<file path="config.mk">
export PLATFORM = sky130hd
export DESIGN_NAME = ampq_scan
export DESIGN_NICKNAME = d
export VERILOG_FILES = /design/src/rtl/core/ampq_pkg.sv /design/src/rtl/core/ampq_scan.sv
export SDC_FILE = /design/constraint.sdc
export NUM_CORES = 1
export LEC_CHECK = 0
export BUFFER_PORTS_ARGS = -buffer_cell sky130_fd_sc_hd__buf_4
export CORE_ASPECT_RATIO = 1.5
export CORE_UTILIZATION = 53
export CTS_BUF_LIST = sky130_fd_sc_hd__clkbuf_4 sky130_fd_sc_hd__clkbuf_8
export CTS_CLUSTER_DIAMETER = 30
export DETAILED_ROUTE_END_ITERATION = 12
export GPL_TIMING_DRIVEN = 0
export PLACE_DENSITY = 0.9
export SLEW_MARGIN = 10
export SYNTH_ARGS = -nofsm -noshare
export SYNTH_HDL_FRONTEND = slang
export SYNTH_SLANG_ARGS = --single-unit
</file>
<file path="constraint.sdc">
create_clock -name clk -period 3.5 [get_ports clk]
set_input_delay 0.35 -clock clk [delete_from_list [all_inputs] [get_ports clk]]
set_output_delay 0.35 -clock clk [all_outputs]
set_load 0.02 [all_outputs]
</file>
<file path="src/rtl/core/ampq_pkg.sv">
package ampq_pkg;

	localparam int VALUE_W = 32;
	localparam int COUNT_W = 9;

	typedef logic [1:0] action_t;

	localparam action_t ACT_INSERT = 2'd0;
	localparam action_t ACT_REMOVE = 2'd1;
	localparam action_t ACT_READ   = 2'd2;

	typedef enum logic [1:0] {
		ST_OK    = 2'd0,
		ST_EMPTY = 2'd1,
		ST_FULL  = 2'd2
	} status_t;

	typedef enum logic [1:0] {
		S_IDLE,
		S_SCAN,
		S_SHIFT,
		S_FINISH
	} seq_state_t;

	typedef struct packed {
		logic en;
		logic first;
	} scan_ctl_t;

endpackage

</file>
<file path="src/rtl/core/ampq_scan.sv">
module ampq_scan #(
	parameter int AW = 8
) (
	input  logic                                clk,
	input  ampq_pkg::scan_ctl_t                 ctl,
	input  logic [ampq_pkg::VALUE_W-1:0]        data,
	input  logic [AW-1:0]                       idx,
	output logic signed [ampq_pkg::VALUE_W-1:0] best_val,
	output logic [AW-1:0]                       best_idx
);
	import ampq_pkg::*;

	logic signed [VALUE_W-1:0] best_val_q;
	logic [AW-1:0]             best_idx_q;
	logic                      take;

	// strict greater keeps the earliest entry on ties
	assign take     = ctl.first || ($signed(data) > best_val_q);
	assign best_val = take ? $signed(data) : best_val_q;
	assign best_idx = take ? idx : best_idx_q;

	always_ff @(posedge clk) begin
		if (ctl.en) begin
			best_val_q <= best_val;
			best_idx_q <= best_idx;
		end
	end

endmodule

</file>
; ---- Word-level counts from Yosys, hierarchy flattened
; Cells that the tools add are included.
[totals]
input_bits = 43
regBits = 40
elab_cells = 6
output_inout_bits = 40
[op_classes]
n_reduce_logical = 1
order_cmp = 1
n_mux = 2
[op_table]
columns = op, count
row1 = greater-than comparator 32 bit, 1
row2 = two-way mux 32 bit, 1
row3 = two-way mux 8 bit, 1
row4 = logical OR 1 bit, 1

; ---- Longest topological paths before layout
[depth]
depth_word = 3
mapped_depth = 9
mapped_depth_nobuf = 8

; ---- Least setup slack after synthesis
; No wires, ideal clock.
[synth_path]
kind = register to output
from = register best_val_q[9]
to = output best_idx[0]
t_arrival_ns = 2.479
path_slack_ns = 0.671
t_required_ns = 3.150
path_stages_with_launch = 10
n_path_buf = 1
path_cell_list = edfxtp_1 inv_1 ha_1 a21o_1 nand3_1 a21oi_1 or4_1 a311oi_4 buf_6 mux2_4
[synth_via]
elab_chain_len = 3
[synth_rtl]
columns = item, line
row1 = "start, declared", ampq_scan.sv:13  ; logic signed [VALUE_W-1:0] best_val_q;
row2 = "start signal, assigned", ampq_scan.sv:24  ; best_val_q <= best_val;
row3 = greater-than comparator 32 bit, ampq_scan.sv:18  ; assign take = ctl.first || ($signed(data) > best_val_q);
row4 = logical OR 1 bit, ampq_scan.sv:18
row5 = two-way mux 8 bit, ampq_scan.sv:20  ; assign best_idx = take ? idx : best_idx_q;
row6 = "end, declared", ampq_scan.sv:9  ; output logic [AW-1:0] best_idx
; Every way passes these cells.

; ---- Final worst setup path
[layout_path]
from = register best_val_q[9]
to = output best_val[7] (netlist name)
[layout_via]
elab_chain_len = 3
[layout_rtl]
columns = item, line
row1 = greater-than comparator 32 bit, ampq_scan.sv:18
row2 = logical OR 1 bit, ampq_scan.sv:18
row3 = two-way mux 32 bit, ampq_scan.sv:19  ; assign best_val = take ? $signed(data) : best_val_q;
row4 = "end, declared", ampq_scan.sv:8  ; output logic signed [ampq_pkg::VALUE_W-1:0] best_val,
; Every way passes these cells.

==> results.sh <==
export IMPL_nets=366
export IMPL_hp_class="input pin to flop"
export IMPL_regToRegSetupSlack_ns=0.61
export IMPL_synth_nets=273
export IMPL_first_iter_violations=50
export IMPL_path_max_fanout=5
export IMPL_crit_buf_inv=4
export IMPL_total_leakage_power_nw=1.731
export IMPL_max_slew_margin_rel=0.6551
export IMPL_tightest_slew_ns=0.5174
export IMPL_hold_violations=0
export IMPL_critPathKind="flop to output pin"
export IMPL_vdd_drop_max_uv=318.1
export IMPL_grt_pass1_vias=1857
export IMPL_antenna_found_initial=0
export IMPL_final_common_cell="buf_4"
export IMPL_clkTransAtPathRegs_ns=0.08
export IMPL_synth_main_ff_cell="edfxtp_1"
export IMPL_path_cells="inv_1, ha_1, a21o_1, nand3_1, a21oi_1, or4_1, a311oi_4, buf_4, clkbuf_4, mux2_4, buf_4"
export IMPL_cp_start_kind="flop"
export IMPL_synth_distinct_cells=27
export IMPL_cts_buffers=5
export IMPL_die_width_um=60.36
export IMPL_diodes=0
export IMPL_synthesis_area_um2=2708
export IMPL_power_mw=1.695
export IMPL_cp_top_family="simple AND/OR/NAND/NOR gates"
export IMPL_wl_per_cell_um=15.40
export IMPL_htreeDepth=2
export IMPL_setup_viol=0
export IMPL_rows=31
export IMPL_p_per_area_nw_per_um2=473.5
export IMPL_syn_inst=198
export IMPL_layout_drive_gt1_share=0.4845
export IMPL_grt_usage=0.2056
export IMPL_viasPerCell=5.196
export IMPL_grt_max_degree=41
export IMPL_grt_overflow_total=0
export IMPL_synth_top_cell_area_share=0.4436
export IMPL_min_period_over_period=0.9817
export IMPL_required_ns=3.15
export IMPL_mostFrequentLayoutCells="buf_4 (85), mux2_4 (40), edfxtp_1 (40), inv_1 (33), ha_1 (32)"
export IMPL_avgSynthCellArea_um2=13.67
export IMPL_ys_seq_elements=40
export IMPL_routed_wl_mm=5.497
export IMPL_ant_nets=0
export IMPL_min_period_ns=3.436
export IMPL_skew_ns=0.006928
export IMPL_cp_data_arrival_time_ns=3.09
export IMPL_cp_end_kind="output pin"
export IMPL_crit_top_cell="buf_4"
export IMPL_die_height_um=89.54
export IMPL_worst_path_max_delay_cell="or4_1"
export IMPL_numPortBuffers=82
export IMPL_cts_root_buf="clkbuf_8"
export IMPL_die_area_um2=5405
export IMPL_start_util=0.5540
export IMPL_holdWs_ns=0.3772
export IMPL_clkLatencyLatePin_ns=0.29
export IMPL_dr_pass1_iters=4
export IMPL_io_pins=83
export IMPL_outcome="finished clean"
export IMPL_drv_slew=0
export IMPL_max_stage_delay_ns=0.58
export IMPL_ctsHoldBuffers=0
export IMPL_fmax_ghz=0.2910
export IMPL_yosysSeqAreaShare=0.4436
export IMPL_synth_area_leaders="edfxtp_1 (44%), mux2_4 (22%), ha_1 (15%)"
export IMPL_hpwlAfterDp_mm=4.159
export IMPL_area_growth_pct=32.16
export IMPL_drc=0
export IMPL_vias=1855
export IMPL_yosysWarnings=0
export IMPL_clockBufferDepth=2
export IMPL_cts_tree="done"
export IMPL_cts_sinks=40
export IMPL_synth_edf_count=40
export IMPL_coreArea_um2=4887
export IMPL_grt_pass1_wl_mm=8.066
export IMPL_synth_top_cell_by_area="edfxtp_1"
export IMPL_async_flop_share=0
export IMPL_drv_cap=0
export IMPL_gp_congestion=0.7415
-- metrics by stage --
step / area (um^2) / util / std cells / worst slack, ns / setup TNS (ns)
2_1_floorplan: 2708 / - / 198 / 0.6711 / 0
3_3_place_gp: 3406 / 0.6969 / 346 / 0.2222 / 0
3_5_place_dp: 3406 / 0.6969 / 346 / 0.1804 / 0
4_1_cts: 3535 / 0.7232 / 353 / 0.02456 / 0
5_1_grt: 3578 / 0.7322 / 357 / -0.03479 / -0.5257
6_report: 3578 / 0.7322 / 357 / 0.06397 / 0
-- worst register-to-register path, cell delays in order (launching register included) --
cell and delay [ns]:
edfxtp_1 0.40, inv_1 0.07, ha_1 0.24, a21o_1 0.19, nand3_1 0.07, a21oi_1 0.07
or4_1 0.58, a311oi_4 0.33, buf_4 0.18, clkbuf_4 0.19, mux2_4 0.32
-- cell type report --
cell class | count | area (um^2)
well taps | 66 | 82.58
clock inverters | 2 | 60.06
clock buffers | 5 | 68.82
plain buffers | 4 | 45.04
multi-input cells | 121 | 1351
repair buffers | 86 | 645.6
flip-flops and latches | 40 | 1201
fillers | 379 | 1309
inverters | 33 | 123.9
-- cell usage after synthesis (2+ instances only) --
cell,number
nand4_1,6
a21oi_1,11
ha_1,32
inv_1,33
mux2_4,40
buf_6,4
nand3_1,4
nor2_1,2
nand2_1,4
a211oi_1,2
o211ai_1,2
edfxtp_1,40
a21o_1,4
-- registers in the layout (all words and copies together) (netlist names) --
name / cells
best_idx_q: 8
best_val_q: 32
-- per-layer routing --
layer	wire, um	vias up	part of all wire	track usage
met3	237	2	0.043	0.04052
met1	2135	880	0.39	0.2293
met4	28	0	0.0051	0.06977
met2	3096	52	0.56	0.3786
met5	0	-	0	0
li1	-	921	-	-
-- where the power goes --
part           leakage (nW)  switching (mW)  internal, mW  total (mW)
Clock                0.0642           0.162         0.281       0.442
Sequential            0.391          0.0228         0.598       0.620
Combinational          1.28           0.308         0.323       0.632
Total                  1.73           0.493          1.20        1.69
-- what timing repair did --
action	4_1_cts	5_1_grt
hold endpoints to repair	0	0
pin swaps	2	3
resized for setup	0	3
setup endpoints to repair	40	40
setup buffers	0	3
gates cloned	0	1
-- path summary, 6_finish.rpt --
path	cells past startpoint	to	start
setup / recovery	11	best_val[7]	best_val_q[9]
hold / removal	2	best_idx_q[1]	idx[1]
setup reg to reg	10	best_val_q[7]	best_val_q[9]
hold reg to reg	1	best_idx_q[0]	best_idx_q[0]
-- cells by family (layout without fill, tap and decap cells) --
family / Yosys count / after routing / share of synthesized area
buffers and inverters: 37 / 130 / 0.06238
AND/OR/NAND/NOR: 22 / 22 / 0.05222
flip-flops: 40 / 40 / 0.4436
adder cells (fa/ha/maj): 32 / 32 / 0.1479
multiplexers: 40 / 40 / 0.2218
AO/OA/AOI/OAI: 27 / 27 / 0.07209
(Power assumes the default switching activity.)
