$ cat src/rtl/core/ampq_pkg.sv
package ampq_pkg;

	localparam int VALUE_W = 32;
	localparam int COUNT_W = 9;

	typedef logic [1:0] action_t;

	localparam action_t ACT_INSERT = 2'd0;
	localparam action_t ACT_REMOVE = 2'd1;
	localparam action_t ACT_READ   = 2'd2;

	typedef enum logic [1:0] {
		ST_OK    = 2'd0,
		ST_EMPTY = 2'd1,
		ST_FULL  = 2'd2
	} status_t;

	typedef enum logic [1:0] {
		S_IDLE,
		S_SCAN,
		S_SHIFT,
		S_FINISH
	} seq_state_t;

	typedef struct packed {
		logic en;
		logic first;
	} scan_ctl_t;

endpackage

$ cat src/rtl/core/ampq_ctrl.sv
module ampq_ctrl #(
	parameter int CAPACITY = 256,
	parameter int AW       = 8,
	parameter int CW       = 9
) (
	input  logic                                clk,
	input  logic                                arst_n,
	input  logic                                req_valid,
	output logic                                req_ready,
	input  ampq_pkg::action_t                   req_action,
	input  logic signed [ampq_pkg::VALUE_W-1:0] req_value,
	output logic                                res_valid,
	input  logic                                res_ready,
	output logic signed [ampq_pkg::VALUE_W-1:0] res_value,
	output ampq_pkg::status_t                   res_status,
	output logic [CW-1:0]                       res_count,
	output logic                                mem_we,
	output logic [AW-1:0]                       mem_waddr,
	output logic [ampq_pkg::VALUE_W-1:0]        mem_wdata,
	output logic                                mem_re,
	output logic [AW-1:0]                       mem_raddr,
	input  logic [ampq_pkg::VALUE_W-1:0]        mem_rdata,
	output ampq_pkg::scan_ctl_t                 scan_ctl,
	output logic [AW-1:0]                       scan_idx,
	input  logic signed [ampq_pkg::VALUE_W-1:0] scan_best_val,
	input  logic [AW-1:0]                       scan_best_idx
);
	import ampq_pkg::*;

	localparam logic [CW-1:0] CAP_C = CW'(CAPACITY);
	localparam logic [CW-1:0] ONE_C = CW'(1);
	localparam logic [CW-1:0] TWO_C = CW'(2);

	seq_state_t                 state_q, state_d;
	logic [CW-1:0]              cnt_q, cnt_d;
	logic [CW-1:0]              ra_q, ra_d;
	logic [AW-1:0]              w_q, w_d;
	action_t                    act_q, act_d;
	logic signed [VALUE_W-1:0]  val_q, val_d;
	status_t                    st_q, st_d;

	always_ff @(posedge clk or negedge arst_n) begin
		if (!arst_n) begin
			state_q <= S_IDLE;
			cnt_q   <= '0;
		end else begin
			state_q <= state_d;
			cnt_q   <= cnt_d;
		end
	end

	always_ff @(posedge clk) begin
		ra_q  <= ra_d;
		w_q   <= w_d;
		act_q <= act_d;
		val_q <= val_d;
		st_q  <= st_d;
	end

	always_comb begin
		state_d   = state_q;
		cnt_d     = cnt_q;
		ra_d      = ra_q;
		w_d       = w_q;
		act_d     = act_q;
		val_d     = val_q;
		st_d      = st_q;
		req_ready = 1'b0;
		res_valid = 1'b0;
		mem_we    = 1'b0;
		mem_waddr = w_q;
		mem_wdata = mem_rdata;
		mem_re    = 1'b0;
		mem_raddr = ra_q[AW-1:0];
		scan_ctl  = '{en: 1'b0, first: 1'b0};
		scan_idx  = AW'(ra_q - ONE_C);

		case (state_q)
			S_IDLE: begin
				req_ready = 1'b1;
				if (req_valid) begin
					act_d   = req_action;
					val_d   = '0;
					st_d    = ST_OK;
					state_d = S_FINISH;
					case (req_action)
						ACT_INSERT: begin
							if (cnt_q == CAP_C) begin
								st_d = ST_FULL;
							end else begin
								mem_we    = 1'b1;
								mem_waddr = cnt_q[AW-1:0];
								mem_wdata = req_value;
								cnt_d     = cnt_q + ONE_C;
							end
						end
						ACT_REMOVE, ACT_READ: begin
							if (cnt_q == '0) begin
								st_d = ST_EMPTY;
							end else begin
								mem_re    = 1'b1;
								mem_raddr = '0;
								ra_d      = ONE_C;
								state_d   = S_SCAN;
							end
						end
						default: begin
						end
					endcase
				end
			end
			S_SCAN: begin
				scan_ctl = '{en: 1'b1, first: (ra_q == ONE_C)};
				if (ra_q == cnt_q) begin
					val_d = scan_best_val;
					if (act_q == ACT_READ) begin
						state_d = S_FINISH;
					end else if (CW'(scan_best_idx) + ONE_C == cnt_q) begin
						cnt_d   = cnt_q - ONE_C;
						state_d = S_FINISH;
					end else begin
						mem_re    = 1'b1;
						mem_raddr = scan_best_idx + AW'(1);
						w_d       = scan_best_idx;
						state_d   = S_SHIFT;
					end
				end else begin
					mem_re    = 1'b1;
					mem_raddr = ra_q[AW-1:0];
					ra_d      = ra_q + ONE_C;
				end
			end
			S_SHIFT: begin
				mem_we    = 1'b1;
				mem_waddr = w_q;
				mem_wdata = mem_rdata;
				if (CW'(w_q) + TWO_C == cnt_q) begin
					cnt_d   = cnt_q - ONE_C;
					state_d = S_FINISH;
				end else begin
					mem_re    = 1'b1;
					mem_raddr = w_q + AW'(2);
					w_d       = w_q + AW'(1);
				end
			end
			S_FINISH: begin
				res_valid = 1'b1;
				if (res_ready) begin
					state_d = S_IDLE;
				end
			end
			default: begin
				state_d = S_IDLE;
			end
		endcase
	end

	assign res_value  = val_q;
	assign res_status = st_q;
	assign res_count  = cnt_q;

	a_cnt_bound: assert property (@(posedge clk) disable iff (!arst_n)
		cnt_q <= CAP_C)
		else $error("entry count above capacity");

	a_scan_ptr: assert property (@(posedge clk) disable iff (!arst_n)
		state_q == S_SCAN |-> (ra_q != '0 && ra_q <= cnt_q))
		else $error("scan pointer out of range");

	a_shift_ptr: assert property (@(posedge clk) disable iff (!arst_n)
		state_q == S_SHIFT |-> (CW'(w_q) + TWO_C <= cnt_q))
		else $error("shift pointer out of range");

	a_full: assert property (@(posedge clk) disable iff (!arst_n)
		(res_valid && res_status == ST_FULL) |-> cnt_q == CAP_C)
		else $error("full refusal with room left");

	a_empty: assert property (@(posedge clk) disable iff (!arst_n)
		(res_valid && res_status == ST_EMPTY) |-> cnt_q == '0)
		else $error("empty refusal with entries stored");

endmodule

$ cat config.mk
export PLATFORM = sky130hd
export DESIGN_NAME = ampq_ctrl
export DESIGN_NICKNAME = d
export VERILOG_FILES = /design/src/rtl/core/ampq_pkg.sv /design/src/rtl/core/ampq_ctrl.sv
export SDC_FILE = /design/constraint.sdc
export NUM_CORES = 1
export LEC_CHECK = 0
export BUFFER_PORTS_ARGS = -buffer_cell sky130_fd_sc_hd__buf_2
export CAP_MARGIN = 20
export CORE_MARGIN = 4
export CORE_UTILIZATION = 52
export DETAILED_ROUTE_END_ITERATION = 8
export PLACE_DENSITY = 0.94
export SETUP_SLACK_MARGIN = 0.4
export SYNTH_ARGS = -nofsm -noshare
export SYNTH_HDL_FRONTEND = slang
export SYNTH_SLANG_ARGS = --single-unit
$ cat constraint.sdc
create_clock -name clk -period 10.25 [get_ports clk]
set_clock_uncertainty 0.2 [all_clocks]
set_input_delay 3.075 -clock clk [delete_from_list [all_inputs] [get_ports clk]]
set_output_delay 3.075 -clock clk [all_outputs]
set_load 0.01 [all_outputs]
Word level (Yosys, flattened, before mapping):

Index checks and enable logic that the tools add are counted.

* add/subtract/negate cells: 9
* multiply operators: 0
* divide/modulo/power cells: 0
* magnitude comparators: 0
* equal/unequal tests: 24
* shifts and indexed selects: 0
* mux-type cells: 64
* bitwise operators: 0
* reduce and logical (&&, ||, !) cells: 13

Operator list (count)
* $mux 32: 6
* $mux 8: 15
* $mux 9: 11
* $pmux 32 s2: 1
* $eq 9x9->1: 3
* $pmux 9 s3: 1
* $pmux 8 s3: 1
* $ne 2x2->1 const B: 11
* $add 9x1->9 const B: 2
* $pmux 9 s2: 1
* $add 8x1->8 const B: 2
* $mux 2: 8
* $pmux 8 s2: 1
* $mux 1: 15
* $reduce_and 5->1: 2
* $add 8x1->9 const B: 1
* $add 8x2->9 const B: 1
* $eq 9x1->1 const B: 1
* $eq 9x9->1 const B: 1
* $logic_not 9->1: 1
* $sub 9x1->9 const B: 1
* $add 8x2->8 const B: 1
* $eq 2x2->1 const B: 4
* $pmux 2 s4: 1
* 14 further kinds: 18

* register bits: 64
* latch bits: 0
* RAM bits: 0
* ROM bits: 0
* input bits: 110
* word-level logic and storage cells: 117
* memories: 0

Logic depth before layout (Yosys ltp):

* depth after elaboration: 6
* depth in mapped cells: 10

Worst setup path after synthesis:

No wires, ideal clock.

* path kind: input to output
* start: input scan_best_idx[0]
* end: output mem_raddr[0]
* arrival time: 5.057 ns
* required time: 6.975 ns
* slack: 1.918 ns
* stages on the path: 8
* path buffers: 0
* cell sequence: ha_1 > xnor3_1 > nand3_1 > or4b_1 > nand4b_2 > o211ai_2 > a22oi_1 > o21ai_0

* longest elaborated chain between the ends: 6

RTL lines
* from (decl): RTL line ampq_ctrl.sv:26 `input logic [AW-1:0] scan_best_idx`
* $add 8x1->9: RTL line ampq_ctrl.sv:118 `end else if (CW'(scan_best_idx) + ONE_C == cnt_q) begin`
* $eq 9x9->1: RTL line ampq_ctrl.sv:118
* $mux 8 *: RTL line ampq_ctrl.sv:118
* $mux 8 *: RTL line ampq_ctrl.sv:116 `if (act_q == ACT_READ) begin`
* $mux 8 *: RTL line ampq_ctrl.sv:114 `if (ra_q == cnt_q) begin`
* $pmux 8 s3 *: RTL line ampq_ctrl.sv:78 `case (state_q)`
* to (decl): RTL line ampq_ctrl.sv:21 `output logic [AW-1:0] mem_raddr,`

Mark *: on every way between the ends. The rest lies on a longest branch, timed or not.

Final worst setup path:

* start: input scan_best_idx[0]
* end: output mem_raddr[4]

Same word-level chain as after synthesis.

==> out/results.ini <==
[status]
status=finished, final reports clean

[timing]
rsz0062_at_grt=no
fin_crit_ns=8.86
fin_crit_sh=0.865
slew_headroom=0.351
setup_viol=0
slew_viol_final=0
fin_ws_ns=1.39
tns_ns=0
tightestPinTransition_ns=0.974
fmax_mhz=113
hold_viol=0

[yosys]
yosysUniqueCellTypes=63
syn_nets=600
ys_ff_latch=64
syn_area_um2=4830
yosysSeqAreaShare=0.387
synth_warnings=0
synthArstFlopShare=0.172
yosys.area.top_type=edfxtp_1
syn_avg_cell_area_um2=10.3
synth_area_leaders=edfxtp_1 (33%), mux2_2 (11%), xnor2_1 (6.2%)
synth_top_area_share=0.330
synth-edff-count=53
synth_ff_type=edfxtp_1
synthCells=470

[setup_path]
required_ns=6.98
worstSetupEndpoint=mem_raddr[4]
arrival_ns=5.59
rrSetupSlack_ns=7.05
crit_type=primary input to output pin
cp_max_fo=8
crit_path_start_kind=primary input
r2r_end=res_count[5]
crit_start=scan_best_idx[0]
reg2reg_from=res_count[1]
critPathCaptureType=output pin
ff2ff_path_depth=6

[grt]
grt_pass1_vias=4388
grt_usage=0.269
grt_pass1_wl_mm=23.5
grt_max_degree=44
antenna_found_initial=1
globalRoute.totalOverflow=0

[flow_run]
maxCapViolCount=0

[pwr]
p_int_mw=1.14
power_mw=2.07
pwr-share-seq=0.301
swShare=0.448
p_switching_mw=0.928
irDropWorstVdd_v=0.000191
power_density_nw_per_um2=337
p_leak_nw=2.76
p_comb_frac=0.578
clockPowerShare=0.122

[final_layout]
area_delta_synth_final_pct=27.3
diodes=0
nFillCells=674
seq_area_um2=1870
finalNetCount=795
drive_gt1_frac=0.437
multi_input_area_um2=2770

[routing]
viasPerCell=5.80
vias=4512
drt-pass1-iter-count=5
ant_nets=0
routed_wl_mm=15.2
remaining_drc_errors=0
wl_per_cell_um=19.5
drt-initial-drc-count=419

[cts]
hold_buffers=0
cts_buffers=9
htreeDepth=3
root_buffer=clkbuf_8
clockBufferDepth=2
clk_pin_slew_ns=0.07
cts_num_sinks=64
post_cts_resized=0
tritoncts=built
cts_setup_buffers=0
clk_latency_ns=0.35

[min_path]
hp-class=flip-flop to flip-flop

[placement]
gp_congestion=0.951
post-place-ws_ns=1.44
dp_hpwl_mm=11.7
port_buffers=214

[die]
die_area_um2=10900
row_count=34
die_y_um=104
die_x_um=104
core_area_um2=8890
start_util=0.543
ios=215

Yosys cell counts, types with 7 or more instances:
master	n
nor3_1	7
nand3_1	16
a21oi_1	13
and2_1	35
ha_1	19
nor4_1	7
nand2_1	25
nor2_1	34
clkbuf_1	23
dfrtp_1	11
xnor2_1	34
inv_1	17
mux2_2	46
edfxtp_1	53
xor2_1	23
o21ai_0	12
and3_1	12
a22oi_1	7
sequential cells by signal, indices dropped and copies added, names as in the netlist:
register and cells:
res_status 2, res_value 32, ra_q 9, w_q 8, res_count 9, state_q 2
act_q 2
per-layer routing:
metal	vias up	global-route usage	share of wire
met4	2	0.0826	0.018
met3	38	0.0670	0.099
met2	290	0.430	0.47
li1	2068	-	-
met5	-	0	0.00079
met1	2114	0.360	0.41
logic make-up after synthesis:
logic type,share of synthesized area
fa+ha+maj,0.0534
buf+inv,0.0414
flops,0.387
mux,0.116
compound gates,0.0969
simple gates,0.189
xor+xnor,0.118
through the flow:
step / std cells / area (um2) / utilization / hold WS (ns)
3_5_place_dp: 762 / 5920 / 0.666 / 0.382
2_1_floorplan: 470 / 4830 / - / 0.334
6_report: 778 / 6150 / 0.692 / 0.395
3_3_place_gp: 762 / 5920 / 0.666 / 0.366
4_1_cts: 778 / 6150 / 0.692 / 0.393
5_1_grt: 778 / 6150 / 0.692 / 0.415
layout make-up:
type	instances	area share
Multi-Input combinational cell	357	0.450
Inverter	17	0.0104
Tap cell	108	0.0220
Clock buffer	12	0.0252
Timing Repair Buffer	216	0.177
Clock inverter	4	0.0124
Sequential cell	64	0.304
power groups by stage:
stage               combinational (mW)  sequential, mW  clock, mW
global placement                  1.13           0.617          0
global route                      1.31           0.638      0.264
finish                            1.20           0.623      0.252
CTS                               1.20           0.616      0.254
detailed placement                1.17           0.621          0
floorplan                        0.860           0.561          0
cells in the final DEF, fill, tap and decap left out, types with 17 or more instances in the layout:
cell type | Yosys | routed
edfxtp_1 | 53 | 53
inv_1 | 17 | 17
nor2_1 | 34 | 33
and2_1 | 35 | 35
buf_2 | 6 | 214
mux2_2 | 46 | 46
ha_1 | 19 | 19
nand2_1 | 25 | 25
xnor2_1 | 34 | 34
xor2_1 | 23 | 23
worst max-delay path, stage by stage:
cell and delay, ns:
buf_2 0.14, ha_1 0.29, xnor3_1 0.31, nand3_1 0.06, or4b_1 0.59, nand4b_2 0.30
o211ai_2 0.36, a22oi_1 0.15, o21ai_0 0.14, buf_2 0.17
worst min path at each step:
| stage | startpoint | to | cells past startpoint |
|---|---|---|---|
| 2_1_floorplan | state_q[0] | state_q[0] | 1 |
| 3_3_place_gp | state_q[0] | state_q[0] | 1 |
| 3_5_place_dp | state_q[0] | state_q[0] | 1 |
| 4_1_cts | state_q[0] | state_q[0] | 1 |
| 5_1_grt | state_q[0] | state_q[0] | 1 |
| 6_report | state_q[0] | state_q[0] | 1 |
Power figures use the tool's default switching activity.
